<file path="config.mk">
export PLATFORM = sky130hd
export DESIGN_NAME = ipv4_fragment_planner_core
export DESIGN_NICKNAME = d
export VERILOG_FILES = /design/src/hdl/ipv4fp_pkg.sv /design/src/hdl/ipv4fp_front.sv /design/src/hdl/ipv4fp_queue.sv /design/src/hdl/ipv4fp_back.sv /design/src/hdl/ipv4_fragment_planner_core.sv
export SDC_FILE = /design/constraint.sdc
export NUM_CORES = 1
export LEC_CHECK = 0
export BUFFER_PORTS_ARGS = -buffer_cell sky130_fd_sc_hd__buf_2
export CORE_MARGIN = 5
export CORE_UTILIZATION = 65
export DETAILED_ROUTE_END_ITERATION = 8
export PLACE_DENSITY = 0.86
export SYNTH_ARGS = -nofsm -noshare
export SYNTH_HDL_FRONTEND = slang
export SYNTH_SLANG_ARGS = --single-unit
</file>
<file path="constraint.sdc">
create_clock -name clk -period 14.23 [get_ports clk]
set_input_delay 1.423 -clock clk [delete_from_list [all_inputs] [get_ports clk]]
set_output_delay 1.423 -clock clk [all_outputs]
set_load 0.02 [all_outputs]
</file>
<file path="src/hdl/ipv4fp_pkg.sv">
// ----------------------------------------------------------------------------
// ipv4fp_pkg
// Shared constants, error codes and the job record passed from the
// classifying front end to the fragment sequencer.
// ----------------------------------------------------------------------------
package ipv4fp_pkg;

  localparam int MAX_FRAGMENTS_DEF = 64;
  localparam int QUEUE_DEPTH_DEF   = 2;

  localparam logic [15:0] IP4_HDR_LEN = 16'd20;
  localparam logic [16:0] IP6_HDR_LEN = 17'd40;

  localparam logic [2:0] ERR_NONE      = 3'd0;
  localparam logic [2:0] ERR_MALFORMED = 3'd1;
  localparam logic [2:0] ERR_HEADER    = 3'd2;
  localparam logic [2:0] ERR_DONT_FRAG = 3'd3;
  localparam logic [2:0] ERR_TOO_MANY  = 3'd4;

  localparam logic [1:0] ENCAP_NONE = 2'd0;
  localparam logic [1:0] ENCAP_IPV4 = 2'd1;
  localparam logic [1:0] ENCAP_IPV6 = 2'd2;

  typedef struct packed {
    logic [2:0]  err;
    logic [15:0] id;
    logic [12:0] base_off;
    logic        base_more;
    logic [15:0] rem;
    logic [15:0] chunk;
    logic [9:0]  hoff;
    logic [1:0]  kind;
  } job_t;

endpackage

</file>
<file path="src/hdl/ipv4fp_front.sv">
// ----------------------------------------------------------------------------
// ipv4fp_front
// Holds one packet request, checks it and computes its fragment plan.
// ----------------------------------------------------------------------------
module ipv4fp_front #(
  parameter int MAX_FRAGMENTS = ipv4fp_pkg::MAX_FRAGMENTS_DEF
) (
  input  logic               clk,
  input  logic               rst_n,
  input  logic               in_valid,
  output logic               in_stall,
  input  logic [15:0]        in_ip_total_length,
  input  logic [15:0]        in_captured_length,
  input  logic [9:0]         in_header_offset,
  input  logic [15:0]        in_mtu,
  input  logic               in_dont_fragment,
  input  logic               in_more_fragments_in,
  input  logic [12:0]        in_fragment_offset_in,
  input  logic [15:0]        in_ident,
  input  logic [1:0]         in_encap_kind,
  input  logic               q_full,
  output logic               q_push,
  output ipv4fp_pkg::job_t   q_job
);
  import ipv4fp_pkg::*;

  localparam int FW = $clog2(MAX_FRAGMENTS + 1);

  logic        item_valid_r, item_valid_nxt;
  logic [15:0] next_id_r, next_id_nxt;
  logic [15:0] tot_r, capt_r, mtu_r, id_in_r;
  logic [9:0]  hoff_r;
  logic        df_r, mf_r;
  logic [12:0] off_r;
  logic [1:0]  kind_r;

  logic             in_accept;
  logic             malformed, mtu_small, nonfrag, id_adv, fits, room_small, too_many;
  logic [15:0]      rem;
  logic signed [17:0] room;
  logic [15:0]      chunk;
  logic [15+FW:0]   limit;

  assign q_push    = item_valid_r & ~q_full;
  assign in_stall  = item_valid_r & ~q_push;
  assign in_accept = in_valid & ~in_stall;

  always_comb begin
    malformed = (tot_r < IP4_HDR_LEN) || (capt_r < IP4_HDR_LEN) || (tot_r < capt_r);
    mtu_small = mtu_r < IP4_HDR_LEN;
    nonfrag   = ~mf_r && (off_r == 13'd0);
    id_adv    = ~malformed && ~mtu_small && ~df_r && nonfrag;
    rem       = tot_r - IP4_HDR_LEN;
    room      = $signed({2'b00, mtu_r}) - 18'sd20 - $signed({8'd0, hoff_r});
    fits      = (rem == 16'd0) || (~room[17] && ({2'b00, rem} <= room[17:0]));
    room_small = room[17] || (room[16:3] == 14'd0);
    chunk     = fits ? rem : {room[15:3], 3'b000};
    limit     = {{FW{1'b0}}, chunk} * (16 + FW)'(MAX_FRAGMENTS);
    too_many  = ~fits && ({{FW{1'b0}}, rem} > limit);

    q_job.id        = nonfrag ? (next_id_r + 16'd1) : id_in_r;
    q_job.base_off  = off_r;
    q_job.base_more = mf_r;
    q_job.rem       = rem;
    q_job.chunk     = chunk;
    q_job.hoff      = hoff_r;
    q_job.kind      = kind_r;
    if (malformed) begin
      q_job.err = ERR_MALFORMED;
    end else if (mtu_small) begin
      q_job.err = ERR_HEADER;
    end else if (df_r) begin
      q_job.err = ERR_DONT_FRAG;
    end else if (~fits && room_small) begin
      q_job.err = ERR_HEADER;
    end else if (too_many) begin
      q_job.err = ERR_TOO_MANY;
    end else begin
      q_job.err = ERR_NONE;
    end

    item_valid_nxt = in_accept | (item_valid_r & ~q_push);
    next_id_nxt    = (q_push && id_adv) ? (next_id_r + 16'd1) : next_id_r;
  end

  always_ff @(posedge clk) begin
    if (!rst_n) begin
      item_valid_r <= 1'b0;
      next_id_r    <= 16'd0;
    end else begin
      item_valid_r <= item_valid_nxt;
      next_id_r    <= next_id_nxt;
    end
  end

  always_ff @(posedge clk) begin
    if (in_accept) begin
      tot_r   <= in_ip_total_length;
      capt_r  <= in_captured_length;
      hoff_r  <= in_header_offset;
      mtu_r   <= in_mtu;
      df_r    <= in_dont_fragment;
      mf_r    <= in_more_fragments_in;
      off_r   <= in_fragment_offset_in;
      id_in_r <= in_ident;
      kind_r  <= in_encap_kind;
    end
  end

endmodule

</file>
<file path="src/hdl/ipv4fp_queue.sv">
// ----------------------------------------------------------------------------
// ipv4fp_queue
// Short job queue between the front end and the fragment sequencer.
// ----------------------------------------------------------------------------
module ipv4fp_queue #(
  parameter int DEPTH = ipv4fp_pkg::QUEUE_DEPTH_DEF
) (
  input  logic             clk,
  input  logic             rst_n,
  input  logic             push,
  input  ipv4fp_pkg::job_t push_job,
  output logic             full,
  input  logic             pop,
  output ipv4fp_pkg::job_t head_job,
  output logic             empty
);
  import ipv4fp_pkg::*;

  localparam int PW = (DEPTH > 1) ? $clog2(DEPTH) : 1;
  localparam int CW = $clog2(DEPTH + 1);

  job_t          slot_r [DEPTH];
  logic [PW-1:0] wr_ptr_r, wr_ptr_nxt, rd_ptr_r, rd_ptr_nxt;
  logic [CW-1:0] count_r, count_nxt;

  assign full     = (count_r == CW'(DEPTH));
  assign empty    = (count_r == '0);
  assign head_job = slot_r[rd_ptr_r];

  always_comb begin
    wr_ptr_nxt = wr_ptr_r;
    rd_ptr_nxt = rd_ptr_r;
    count_nxt  = count_r;
    if (push) begin
      wr_ptr_nxt = (wr_ptr_r == PW'(DEPTH - 1)) ? '0 : wr_ptr_r + PW'(1);
    end
    if (pop) begin
      rd_ptr_nxt = (rd_ptr_r == PW'(DEPTH - 1)) ? '0 : rd_ptr_r + PW'(1);
    end
    if (push && !pop) begin
      count_nxt = count_r + CW'(1);
    end else if (pop && !push) begin
      count_nxt = count_r - CW'(1);
    end
  end

  always_ff @(posedge clk) begin
    if (!rst_n) begin
      wr_ptr_r <= '0;
      rd_ptr_r <= '0;
      count_r  <= '0;
    end else begin
      wr_ptr_r <= wr_ptr_nxt;
      rd_ptr_r <= rd_ptr_nxt;
      count_r  <= count_nxt;
    end
  end

  always_ff @(posedge clk) begin
    if (push) begin
      slot_r[wr_ptr_r] <= push_job;
    end
  end

  a_no_overflow: assert property (@(posedge clk) disable iff (!rst_n)
    push |-> (!full || pop))
    else $error("job queue written while full");

  a_no_underflow: assert property (@(posedge clk) disable iff (!rst_n)
    pop |-> !empty)
    else $error("job queue read while empty");

endmodule

</file>
<file path="src/hdl/ipv4fp_back.sv">
// ----------------------------------------------------------------------------
// ipv4fp_back
// Walks one planned packet, producing one fragment request per cycle unless the output stalls.
// ----------------------------------------------------------------------------
module ipv4fp_back (
  input  logic             clk,
  input  logic             rst_n,
  input  logic             q_empty,
  input  ipv4fp_pkg::job_t q_job,
  output logic             q_pop,
  output logic             out_valid,
  input  logic             out_stall,
  output logic [2:0]       out_error_code,
  output logic [15:0]      out_ident,
  output logic [12:0]      out_fragment_offset,
  output logic             out_more_fragments,
  output logic [15:0]      out_fragment_total_length,
  output logic [15:0]      out_payload_start,
  output logic [15:0]      out_slice_len,
  output logic [15:0]      out_outer_length,
  output logic             out_last
);
  import ipv4fp_pkg::*;

  logic        busy_r, busy_nxt;
  logic        out_valid_r, out_valid_nxt;
  job_t        job_r;
  logic [15:0] rem_r, ptr_r;

  logic        emit, is_err, is_last;
  logic [15:0] len;
  logic [16:0] frame, frame6;
  logic [15:0] outer;

  always_comb begin
    is_err  = (job_r.err != ERR_NONE);
    is_last = is_err || (rem_r <= job_r.chunk);
    len     = (rem_r > job_r.chunk) ? job_r.chunk : rem_r;
    frame   = {7'd0, job_r.hoff} + {1'b0, len} + {1'b0, IP4_HDR_LEN};
    frame6  = frame - IP6_HDR_LEN;
    case (job_r.kind)
      ENCAP_IPV4: outer = frame[15:0];
      ENCAP_IPV6: outer = frame6[15:0];
      default:    outer = 16'd0;
    endcase
    emit          = busy_r && (!out_valid_r || !out_stall);
    q_pop         = !q_empty && (!busy_r || (emit && is_last));
    busy_nxt      = q_pop || (busy_r && !(emit && is_last));
    out_valid_nxt = emit || (out_valid_r && out_stall);
  end

  always_ff @(posedge clk) begin
    if (!rst_n) begin
      busy_r      <= 1'b0;
      out_valid_r <= 1'b0;
    end else begin
      busy_r      <= busy_nxt;
      out_valid_r <= out_valid_nxt;
    end
  end

  always_ff @(posedge clk) begin
    if (q_pop) begin
      job_r <= q_job;
      rem_r <= q_job.rem;
      ptr_r <= 16'd0;
    end else if (emit) begin
      rem_r <= rem_r - len;
      ptr_r <= ptr_r + len;
    end
    if (emit) begin
      out_error_code <= job_r.err;
      out_last       <= is_last;
      if (is_err) begin
        out_ident                 <= 16'd0;
        out_fragment_offset       <= 13'd0;
        out_more_fragments        <= 1'b0;
        out_fragment_total_length <= 16'd0;
        out_payload_start         <= 16'd0;
        out_slice_len             <= 16'd0;
        out_outer_length          <= 16'd0;
      end else begin
        out_ident                 <= job_r.id;
        out_fragment_offset       <= job_r.base_off + ptr_r[15:3];
        out_more_fragments        <= !is_last || job_r.base_more;
        out_fragment_total_length <= len + IP4_HDR_LEN;
        out_payload_start         <= ptr_r;
        out_slice_len             <= len;
        out_outer_length          <= outer;
      end
    end
  end

  assign out_valid = out_valid_r;

  a_err_is_last: assert property (@(posedge clk) disable iff (!rst_n)
    (out_valid && out_error_code != ERR_NONE) |-> out_last)
    else $error("error request not marked last");

  a_mid_has_more: assert property (@(posedge clk) disable iff (!rst_n)
    (out_valid && !out_last) |-> out_more_fragments)
    else $error("non-final fragment without More Fragments");

endmodule

</file>
<file path="src/hdl/ipv4_fragment_planner_core.sv">
// A packet request goes from the front-end register through the job queue and the sequencer's
// job register into the output register. Fragments come out one per cycle while out_stall is low;
// error and single-fragment packets give one result each, so one packet per cycle is sustained.
// The fragment sequencer, walking the payload one slice per cycle unless stalled, sets the rate.
// Reset (rst_n, synchronous, low) empties all stages and clears the id counter to zero.
// ----------------------------------------------------------------------------
// ipv4_fragment_planner_core
// Plans the IPv4 fragmentation of one packet per request: a front end holds
// and checks the request, a two-entry job queue decouples it from the
// sequencer, and the sequencer emits one fragment request per cycle unless the output stalls.
// ----------------------------------------------------------------------------
module ipv4_fragment_planner_core #(
  parameter int MAX_FRAGMENTS = ipv4fp_pkg::MAX_FRAGMENTS_DEF
) (
  input  logic        clk,
  input  logic        rst_n,
  input  logic        in_valid,
  output logic        in_stall,
  input  logic [15:0] in_ip_total_length,
  input  logic [15:0] in_captured_length,
  input  logic [9:0]  in_header_offset,
  input  logic [15:0] in_mtu,
  input  logic        in_dont_fragment,
  input  logic        in_more_fragments_in,
  input  logic [12:0] in_fragment_offset_in,
  input  logic [15:0] in_ident,
  input  logic [1:0]  in_encap_kind,
  output logic        out_valid,
  input  logic        out_stall,
  output logic [2:0]  out_error_code,
  output logic [15:0] out_ident,
  output logic [12:0] out_fragment_offset,
  output logic        out_more_fragments,
  output logic [15:0] out_fragment_total_length,
  output logic [15:0] out_payload_start,
  output logic [15:0] out_slice_len,
  output logic [15:0] out_outer_length,
  output logic        out_last
);
  import ipv4fp_pkg::*;

  // Job handoff between the front end and the sequencer.
  logic q_push, q_full, q_pop, q_empty;
  job_t push_job, head_job;

  // The front end registers one request, classifies it (malformed, small
  // MTU, Don't Fragment, too little room, too many fragments) and computes
  // the per-fragment slice size. The fragment-count limit is checked as
  // remaining payload against slice size times the limit, with no divider.
  ipv4fp_front #(
    .MAX_FRAGMENTS(MAX_FRAGMENTS)
  ) u_front (
    .clk                  (clk),
    .rst_n                (rst_n),
    .in_valid             (in_valid),
    .in_stall             (in_stall),
    .in_ip_total_length   (in_ip_total_length),
    .in_captured_length   (in_captured_length),
    .in_header_offset     (in_header_offset),
    .in_mtu               (in_mtu),
    .in_dont_fragment     (in_dont_fragment),
    .in_more_fragments_in (in_more_fragments_in),
    .in_fragment_offset_in(in_fragment_offset_in),
    .in_ident             (in_ident),
    .in_encap_kind        (in_encap_kind),
    .q_full               (q_full),
    .q_push               (q_push),
    .q_job                (push_job)
  );

  // The queue lets the front end keep accepting while the sequencer is
  // busy walking a long packet or the output is stalled.
  ipv4fp_queue #(
    .DEPTH(QUEUE_DEPTH_DEF)
  ) u_queue (
    .clk     (clk),
    .rst_n   (rst_n),
    .push    (q_push),
    .push_job(push_job),
    .full    (q_full),
    .pop     (q_pop),
    .head_job(head_job),
    .empty   (q_empty)
  );

  // The sequencer emits one fragment per cycle into its output register while out_stall is low, and
  // picks up the next job in the same cycle that it emits the final one.
  ipv4fp_back u_back (
    .clk                      (clk),
    .rst_n                    (rst_n),
    .q_empty                  (q_empty),
    .q_job                    (head_job),
    .q_pop                    (q_pop),
    .out_valid                (out_valid),
    .out_stall                (out_stall),
    .out_error_code           (out_error_code),
    .out_ident                (out_ident),
    .out_fragment_offset      (out_fragment_offset),
    .out_more_fragments       (out_more_fragments),
    .out_fragment_total_length(out_fragment_total_length),
    .out_payload_start        (out_payload_start),
    .out_slice_len            (out_slice_len),
    .out_outer_length         (out_outer_length),
    .out_last                 (out_last)
  );

endmodule

</file>
==> flow_summary.toml, run 1 <==
[run_status]
outcome = "complete, no violations"

[setup_path]
required_ns = 14.65
max_stage_delay_ns = 0.44
crit_path_start_kind = "flip-flop"
reg2reg_slack_ns = 7.20
worstSetupStartpoint = "u_front.mtu_r[2]"
r2r-end = "u_queue.slot_r[1][76]"
critPathMaxFanout = 16
endpoint_kind = "flip-flop"
slowest_stage = "a2111o_1"
cp.depth = 29
crit_type = "reg2reg"
worstReg2RegStart = "u_front.mtu_r[2]"
cp_num_buf_inv = 2
r2r_cells = 29
cpMostUsedCell = "ha_1"
crit_path_end = "u_queue.slot_r[1][76]"
crit_family = "compound AO/OA/AOI/OAI gates"
cp.arrival_ns = 7.44

[timing]
finalHoldViolCount = 0
drv_slew = 0
relSlewSlack = 0.234
max_freq_mhz = 142
setup_tns_ns = 0
setup_ws_ns = 7.20
finClkSkew_ns = 0.0228
period_minus_slack_ns = 7.03
worst_slew_pin_slew_ns = 1.15
worst_hold_slack_ns = 0.451
rsz0062_at_grt = "false"
min_period_over_period = 0.494
setup_viol = 0

[synthesis]
ys_top_cells_by_area = "edfxtp_1, ha_1, dfxtp_1"
avgSynthCellArea_um2 = 12.5
yosys.area.top_type = "edfxtp_1"
ys_warn_count = 0
yosysSeqAreaShare = 0.596
synth_cell_type_count = 76
syn_area_mm2 = 0.0224
synthFlopType = "edfxtp_1"
async_flop_share = 0
syn-num-nets = 2028
yosys.area.top_type_share = 0.560
synth_cells = 1790
synth-edff-count = 418
ys_ff_latch = 458

[floorplan]
die_area_mm2 = 0.0383
core_area_mm2 = 0.0343
start_util = 0.654
fp-row-count = 68
die_h_um = 196
die_x_um = 196
pin_count = 195

[global_route]
grt_use_total = 0.234
gr-total-overflow = 0
grt_pass1_vias = 14500
grt_pass1_wl_mm = 73.0
antenna_found_initial = 0
grt_max_degree = 84

[placed_design]
gp_congestion = 0.907
place_ws_ns = 7.26
port_buffers = 194
dpl.hpwl_mm = 32.5

[cells_and_area]
final_common_cell = "edfxtp_1"
final_cell_mix = "edfxtp_1, buf_2, nor2_1, ha_1, inv_1"
final_nets = 2232
antenna_cells = 0
drive_gt1_frac = 0.181
areaGrowthSynthToFinish_pct = 12.6

[cts]
clk_latency_ns = 0.57
numCtsBuffers = 44
tritoncts = "done"
clockBufferDepth = 3
post_cts_buffers = 0
clk_pin_slew_ns = 0.06
htree_levels = 2
clock-sinks = 458
clockRootBuffer = "clkbuf_16"
holdBufCountCts = 0
cts_repair_resize_count = 0

[drt]
num_vias = 14300
wl_per_cell_um = 18.3
drc = 0
drtAntennaViolNets = 0
viasPerCell = 5.76
dr.pass1.iters = 5
wl_mm = 45.4
drt_iter0_markers = 910

[power]
vdd_ir_drop_max_uv = 165
p_sw_mw = 2.35
power.density_mw_per_mm2 = 236
switching_share = 0.395
intPower_mw = 3.61
p_leak_nw = 9.77
p_comb_frac = 0.474
p_total_mw = 5.96
pwr-share-seq = 0.341
p_clk_frac = 0.185

[run]
cap_violations = 0

[hold_path]
hp-class = "reg2reg"
[power groups by stage]
stage	combinational (mW)	clock [mW]	sequential (mW)
floorplan	2.10	0	2.08
global placement	2.67	0	2.04
detailed placement	2.78	0	2.06
CTS	2.81	1.12	2.03
global route	3.13	1.18	2.06
finish	2.83	1.10	2.03
[final cells by class]
class / instances / area, um2
Sequential cell: 458 / 13400
Fill cell: 2247 / 9050
Multi-Input combinational cell: 1160 / 8390
Clock buffer: 69 / 1230
Timing Repair Buffer: 206 / 1060
Tap cell: 455 / 569
Inverter: 124 / 469
Clock inverter: 12 / 151
[stage by stage]
step | cells | utilization | instance area (um2)
floorplan | 1790 | - | 22400
global placement | 2403 | 0.696 | 23800
detailed placement | 2403 | 0.696 | 23800
CTS | 2484 | 0.736 | 25200
global route | 2484 | 0.736 | 25200
finish | 2484 | 0.736 | 25200
[logic make-up after synthesis]
logic type,after synthesis,share of synthesized area
compound gates,284,0.0804
xor+xnor,119,0.0465
fa+ha+maj,143,0.0815
buf+inv,172,0.0308
flops,458,0.596
mux,106,0.0514
simple gates,508,0.114
[cell usage after synthesis, drive strengths merged (18+ instances only)]
cell and instances:
mux2i 36, mux2 70, xnor2 88, o21ai 78
inv 124, nor2b 29, edfxtp 418, nand2b 22
xor2 31, and2 43, nor2 147, nand2 102
buf 18, ha 138, nor3 46, a21o 19
nand3 33, a21oi 92, dfxtp 40, clkbuf 30
[worst min-delay path by stage]
stage,start,to,slack [ns],depth (start not counted)
finish,u_front.kind_r[1],u_queue.slot_r[0][1],0.45,0
global route,u_front.kind_r[1],u_queue.slot_r[0][1],0.48,0
CTS,u_front.kind_r[1],u_queue.slot_r[0][1],0.45,0
detailed placement,u_front.kind_r[1],u_queue.slot_r[0][1],0.43,0
global placement,u_front.kind_r[1],u_queue.slot_r[0][1],0.43,0
floorplan,u_front.kind_r[0],u_queue.slot_r[0][0],0.42,0
[state kept, by name, indices dropped and copies added, names as in the netlist, 3 cells and up, named ones only]
signal,cells
u_back.job_r,61
u_back.out_error_code,3
u_back.out_fragment_offset,13
u_back.out_fragment_total_length,14
u_back.out_ident,16
u_back.out_outer_length,16
u_back.out_payload_start,16
u_back.out_slice_len,16
u_back.ptr_r,16
u_back.rem_r,16
u_front.capt_r,16
u_front.hoff_r,10
u_front.id_in_r,16
u_front.mtu_r,16
u_front.next_id_r,16
u_front.off_r,13
u_front.tot_r,16
u_queue.slot_r,154
[per-layer routing]
metal,up-vias,GRT usage,share of wire
li1,6945,-,-
met1,6798,0.301,0.41
met2,447,0.408,0.50
met3,119,0.0409,0.058
met4,0,0.0760,0.032
met5,-,0,0
No activity file was read; power rests on OpenSTA's default activity.
==> run 2, diff against run 1 <==
--- a/config.mk
+++ b/config.mk
@@ -5,11 +5,12 @@
 export SDC_FILE = /design/constraint.sdc
 export NUM_CORES = 1
 export LEC_CHECK = 0
+export ABC_AREA = 1
 export BUFFER_PORTS_ARGS = -buffer_cell sky130_fd_sc_hd__buf_2
 export CORE_MARGIN = 5
-export CORE_UTILIZATION = 65
+export CORE_UTILIZATION = 60
 export DETAILED_ROUTE_END_ITERATION = 8
-export PLACE_DENSITY = 0.86
+export PLACE_DENSITY = 0.8
 export SYNTH_ARGS = -nofsm -noshare
 export SYNTH_HDL_FRONTEND = slang
 export SYNTH_SLANG_ARGS = --single-unit
==> constraint.sdc (replaced) <==
create_clock -name clk -period 6.9 [get_ports clk]
set_input_delay 0.69 -clock clk [delete_from_list [all_inputs] [get_ports clk]]
set_output_delay 0.69 -clock clk [all_outputs]
set_load 0.02 [all_outputs]
==> run 2 against run 1 <==
Net effect: wire length up 4.9%; worst setup slack worse by 5.9 ns; die area up 7.9%; largest cell class unchanged.
==> flow_summary.toml, run 2 <==
[setup_path]
critPathMaxFanout = 20
cpMostUsedCell = "nand2_1"
r2r_cells = 39
slowest_stage = "edfxtp_1"
crit_path_start_kind = "flip-flop"
cp.arrival_ns = 6.03
crit_type = "reg2reg"
required_ns = 7.32
endpoint_kind = "flip-flop"
max_stage_delay_ns = 0.40

[placed_design]
port_buffers = 194
post_dp_cell_area_mm2 = 0.0239
dpl.hpwl_mm = 34.3
gp_congestion = 0.934

[floorplan]
pin_count = 195
start_util = 0.611
core_area_mm2 = 0.0367
die_area_mm2 = 0.0413
fp-row-count = 70
die_x_um = 203
die_h_um = 203

[timing]
rsz0062_at_grt = "false"
relSlewSlack = 0.305
period_minus_slack_ns = 5.61
drv_slew = 0
min_period_over_period = 0.813
finClkSkew_ns = 0.0177
max_freq_mhz = 178
finalHoldViolCount = 0
worst_hold_slack_ns = 0.271
worst_slew_pin_slew_ns = 1.04
setup_viol = 0
setup_tns_ns = 0

[drt]
drt_iter0_markers = 954
wl_per_cell_um = 16.7
viasPerCell = 5.40
num_vias = 15400
drc = 0
wl_mm = 47.7
drtAntennaViolNets = 0
dr.pass1.iters = 5

[global_route]
grt_max_degree = 87
antenna_found_initial = 0
use_met2 = 0.396
grt_pass1_wl_mm = 76.9
gr-total-overflow = 0
grtUsageMet3 = 0.0337
grt_pass1_vias = 15400
grt_use_met1 = 0.303
busiest_layer = "met2"
grt_use_total = 0.230

[synthesis]
yosys.area.top_type_share = 0.560
ys_top_cells_by_area = "edfxtp_1, nand2_1, ha_1"
syn-num-nets = 2380
ys_warn_count = 0
synth.most_common_cell = "nand2_1"
syn_area_mm2 = 0.0224
ys_ff_latch = 458
async_flop_share = 0
yosys.area.top_type = "edfxtp_1"
synth_cell_type_count = 54
synth_common_cells = "nand2_1, edfxtp_1, inv_1, nor2_1, ha_1"
yosysSeqAreaShare = 0.596
avgSynthCellArea_um2 = 10.5
synthFlopType = "edfxtp_1"
synth-edff-count = 418
synth_cells = 2142

[hold_path]
hp-class = "in2reg"
holdPathStages = 1

[cts]
clockBufferDepth = 3
post_cts_buffers = 0
clockRootBuffer = "clkbuf_16"
tritoncts = "done"
clk_pin_slew_ns = 0.06
clk_latency_ns = 0.59
cts_repair_resize_count = 0
holdBufCountCts = 0
clock-sinks = 458
htree_levels = 2
numCtsBuffers = 45

[cells_and_area]
largest_register_ffs = 154
final_common_cell = "nand2_1"
nFillCells = 2595
final_cell_mix = "nand2_1, edfxtp_1, inv_1, buf_2, nor2_1"
areaGrowthSynthToFinish_pct = 13.6
drive_gt1_frac = 0.148
largest-register = "u_queue.slot_r"
final_nets = 2588
top_regs = "u_queue.slot_r: 154 flops, u_back.job_r: 61 flops"
design_area_mm2 = 0.0255
antenna_cells = 0

[run_status]
outcome = "complete, no violations"

[run]
cap_violations = 0
-- run 2: worst paths after layout --
check | slack (ns) | start | end
setup / recovery | 1.29 | u_front.mtu_r[2] | u_queue.slot_r[0][76]
hold / removal | 0.27 | in_more_fragments_in | u_front.mf_r
setup reg to reg | 1.29 | u_front.mtu_r[2] | u_queue.slot_r[0][76]
hold reg to reg | 0.45 | u_front.kind_r[0] | u_queue.slot_r[1][0]
-- run 2: cell type report --
cell class	count	area (um2)	area share
repair buffers	205	1050	0.0414
multi-input cells	1334	7710	0.303
inverters	306	1150	0.0453
flip-flops and latches	458	13400	0.525
clock buffers	55	1190	0.0469
well taps	468	586	0.0230
clock inverters	29	405	0.0159
-- run 2: kinds of logic (layout without fill, tap and decap cells) --
kind of cell               count (synthesis)  after routing  share of synthesized area
DFF                                      458            458                      0.596
buffers and inverters                    350            595                     0.0607
adders and majority gates                143            143                     0.0815
xor gates and xnor gates                  74             74                     0.0289
AOI/OAI and AO/OA                        329            329                     0.0839
muxes                                      2              2                   0.000893
and+or+nand+nor                          786            786                      0.148
-- run 2: metal layers --
metal | wire (um) | share of wire
met2 | 23400 | 0.49
met1 | 20000 | 0.42
met5 | 0 | 0
met4 | 1470 | 0.031
met3 | 2830 | 0.059
-- run 2: worst max-delay path, delay by kind of cell, from the launching register on --
kind                       cells  cell delay, ns
AOI/OAI and AO/OA              9            1.17
xor gates and xnor gates       2            0.38
adders and majority gates      4            1.11
buffers and inverters          6            0.47
DFF                            1            0.40
and+or+nand+nor               18            1.91
-- run 2: per-stage QoR --
| stage | cells | utilization | setup WS [ns] |
|---|---|---|---|
| final | 2855 | 0.694 | 1.29 |
| after global routing | 2855 | 0.694 | 0.761 |
| after CTS | 2855 | 0.694 | 1.36 |
| after detailed placement | 2771 | 0.650 | 1.40 |
| after global placement | 2771 | 0.650 | 1.55 |
| after floorplan | 2142 | - | 2.08 |
Power of run 2 is not shown: default switching activity piles up to over one toggle a cycle in this logic, so the estimate is an artifact.
==> run 3, diff against run 2 <==
--- a/config.mk
+++ b/config.mk
@@ -8,9 +8,9 @@
 export ABC_AREA = 1
 export BUFFER_PORTS_ARGS = -buffer_cell sky130_fd_sc_hd__buf_2
 export CORE_MARGIN = 5
-export CORE_UTILIZATION = 60
+export CORE_UTILIZATION = 54
 export DETAILED_ROUTE_END_ITERATION = 8
-export PLACE_DENSITY = 0.8
+export PLACE_DENSITY = 0.76
 export SYNTH_ARGS = -nofsm -noshare
 export SYNTH_HDL_FRONTEND = slang
 export SYNTH_SLANG_ARGS = --single-unit
==> constraint.sdc (replaced) <==
create_clock -name clk -period 4.8 [get_ports clk]
set_input_delay 0.48 -clock clk [delete_from_list [all_inputs] [get_ports clk]]
set_output_delay 0.48 -clock clk [all_outputs]
set_load 0.02 [all_outputs]
==> run 3 against run 2 <==
Net effect: the flow now finishes with violations (negative setup slack); worst setup slack lost 1.6 ns; clock skew grew 0.0018 ns; global-route usage shrank 1.7 points; non-clock buffer count grew 147; critical endpoint unchanged.
==> flow_summary.toml, run 3 (synthesis gave the netlist of run 2 again) <==
[cells_and_area]
largest-register = "u_queue.slot_r"
regArea_mm2 = 0.0134
multi_input_area_mm2 = 0.00813
drive_gt1_frac = 0.225
nFillCells = 3070
areaGrowthSynthToFinish_pct = 20.7
antenna_cells = 0
top_regs = "u_queue.slot_r: 154 flops, u_back.job_r: 61 flops"
final_common_cell = "nand2_1"
fin_util = 0.661
final_nets = 2736
final_cell_mix = "nand2_1, edfxtp_1, inv_1, buf_2, buf_4"
largest_register_ffs = 154

[setup_path]
crit_path_start_kind = "flip-flop"
required_ns = 5.13
reg2reg_slack_ns = -0.27
cp.arrival_ns = 5.40
worstReg2RegStart = "u_front.mtu_r[2]"
crit_type = "reg2reg"
slowest_stage = "edfxtp_1"
cpMostUsedCell = "nand2_2"
r2r-end = "u_queue.slot_r[0][76]"
critPathMaxFanout = 6
max_stage_delay_ns = 0.42
r2r_cells = 38
endpoint_kind = "flip-flop"

[drt]
dr_wl_met2_mm = 24.6
drc = 0
drt_iter0_markers = 1149
met3WireLength_mm = 2.55
viasPerCell = 5.24
wl_met1_mm = 20.7
wl_mm = 49.7
num_vias = 16000
top_layer_used = "met4"
drtAntennaViolNets = 0
wl_per_cell_um = 16.2
dr.pass1.iters = 5

[cts]
tritoncts = "done"
clockRootBuffer = "clkbuf_16"
numCtsBuffers = 46
clockBufferDepth = 3
clock-sinks = 458
clk_latency_ns = 0.58
htree_levels = 2
holdBufCountCts = 0
clk_pin_slew_ns = 0.06

[floorplan]
core_area_mm2 = 0.0409
fp-row-count = 74
pin_count = 195
start_util = 0.548
die_x_um = 214
die_h_um = 214
die_area_mm2 = 0.0457

[global_route]
grt_max_degree = 78
grt_pass1_vias = 16100
grt_pass1_wl_mm = 78.5
gr-total-overflow = 0
grt_use_total = 0.214
antenna_found_initial = 0

[run]
cap_violations = 0

[timing]
relSlewSlack = 0.301
finClkSkew_ns = 0.0195
setup_tns_ns = -0.547
worst_slew_pin_slew_ns = 1.05
setup_ws_ns = -0.274
min_period_over_period = 1.06
finalHoldViolCount = 0
period_minus_slack_ns = 5.07
setup_viol = 2
max_freq_mhz = 197
worst_hold_slack_ns = 0.0674
rsz0062_at_grt = "true"
drv_slew = 0

[hold_path]
holdPathStages = 1
hp-class = "in2reg"
min_from = "in_mtu[4]"
worstHoldEndpoint = "u_front.mtu_r[4]"

[run_status]
violations = "negative setup slack"
outcome = "finished, violations left"

[placed_design]
port_buffers = 194
dpl.hpwl_mm = 35.5
gp_congestion = 0.912
## run 3: changes by cell type in the layout (fill, tap and decap cells not counted), sizes merged
cell,change
bufinv,-1
buf,+147
clkbuf,+3
clkinvlp,-1
inv,+1
clkinv,-4
## run 3: worst max path at each step
stage	start	endpoint	slack [ns]	cells after the start
detailed placement	u_front.mtu_r[2]	u_queue.slot_r[0][76]	-0.27	40
global placement	u_front.mtu_r[2]	u_queue.slot_r[0][76]	-0.13	40
floorplan	u_front.mtu_r[2]	u_queue.slot_r[0][76]	0.01	41
CTS	u_front.mtu_r[3]	u_queue.slot_r[0][76]	-0.06	36
global route	u_front.mtu_r[3]	u_queue.slot_r[0][76]	-0.57	38
finish	u_front.mtu_r[2]	u_queue.slot_r[0][76]	-0.27	38
## run 3: stage by stage
step                      instances  worst slack [ns]  cell area [um2]
after CTS                      3054           -0.0604            26700
after floorplan                2142            0.0146            22400
after detailed placement       2945            -0.268            24800
after global placement         2945            -0.129            24800
after global routing           3064            -0.570            27000
final                          3064            -0.274            27000
## run 3: area by class of cell
| class | count | share of cell area |
|---|---|---|
| Inverter | 306 | 0.0427 |
| Tap cell | 532 | 0.0246 |
| Timing Repair Buffer | 352 | 0.0809 |
| Multi-Input combinational cell | 1334 | 0.301 |
| Clock buffer | 58 | 0.0450 |
| Clock inverter | 24 | 0.0126 |
| Sequential cell | 458 | 0.494 |
## run 3: per-layer routing
| layer | up-vias | global-route usage |
|---|---|---|
| li1 | 7989 | - |
| met4 | 0 | 0.0855 |
| met3 | 110 | 0.0322 |
| met2 | 449 | 0.370 |
| met5 | - | 0 |
| met1 | 7500 | 0.273 |
## run 3: what timing repair did
item	in CTS	in global routing
pin swaps	26	41
setup endpoints to repair	2	13
gates resized for setup	41	54
buffers inserted	28	11
## run 3: critical path, delay by kind of cell, from the launching register on
family                   cells  cell delay, ns
AO/OA/AOI/OAI                7            0.89
XOR/XNOR                     2            0.33
adder cells (fa/ha/maj)      4            1.03
buffers and inverters        6            0.59
flip-flops                   1            0.42
AND/OR/NAND/NOR             19            1.59
Power of run 3 is left out for the same reason.
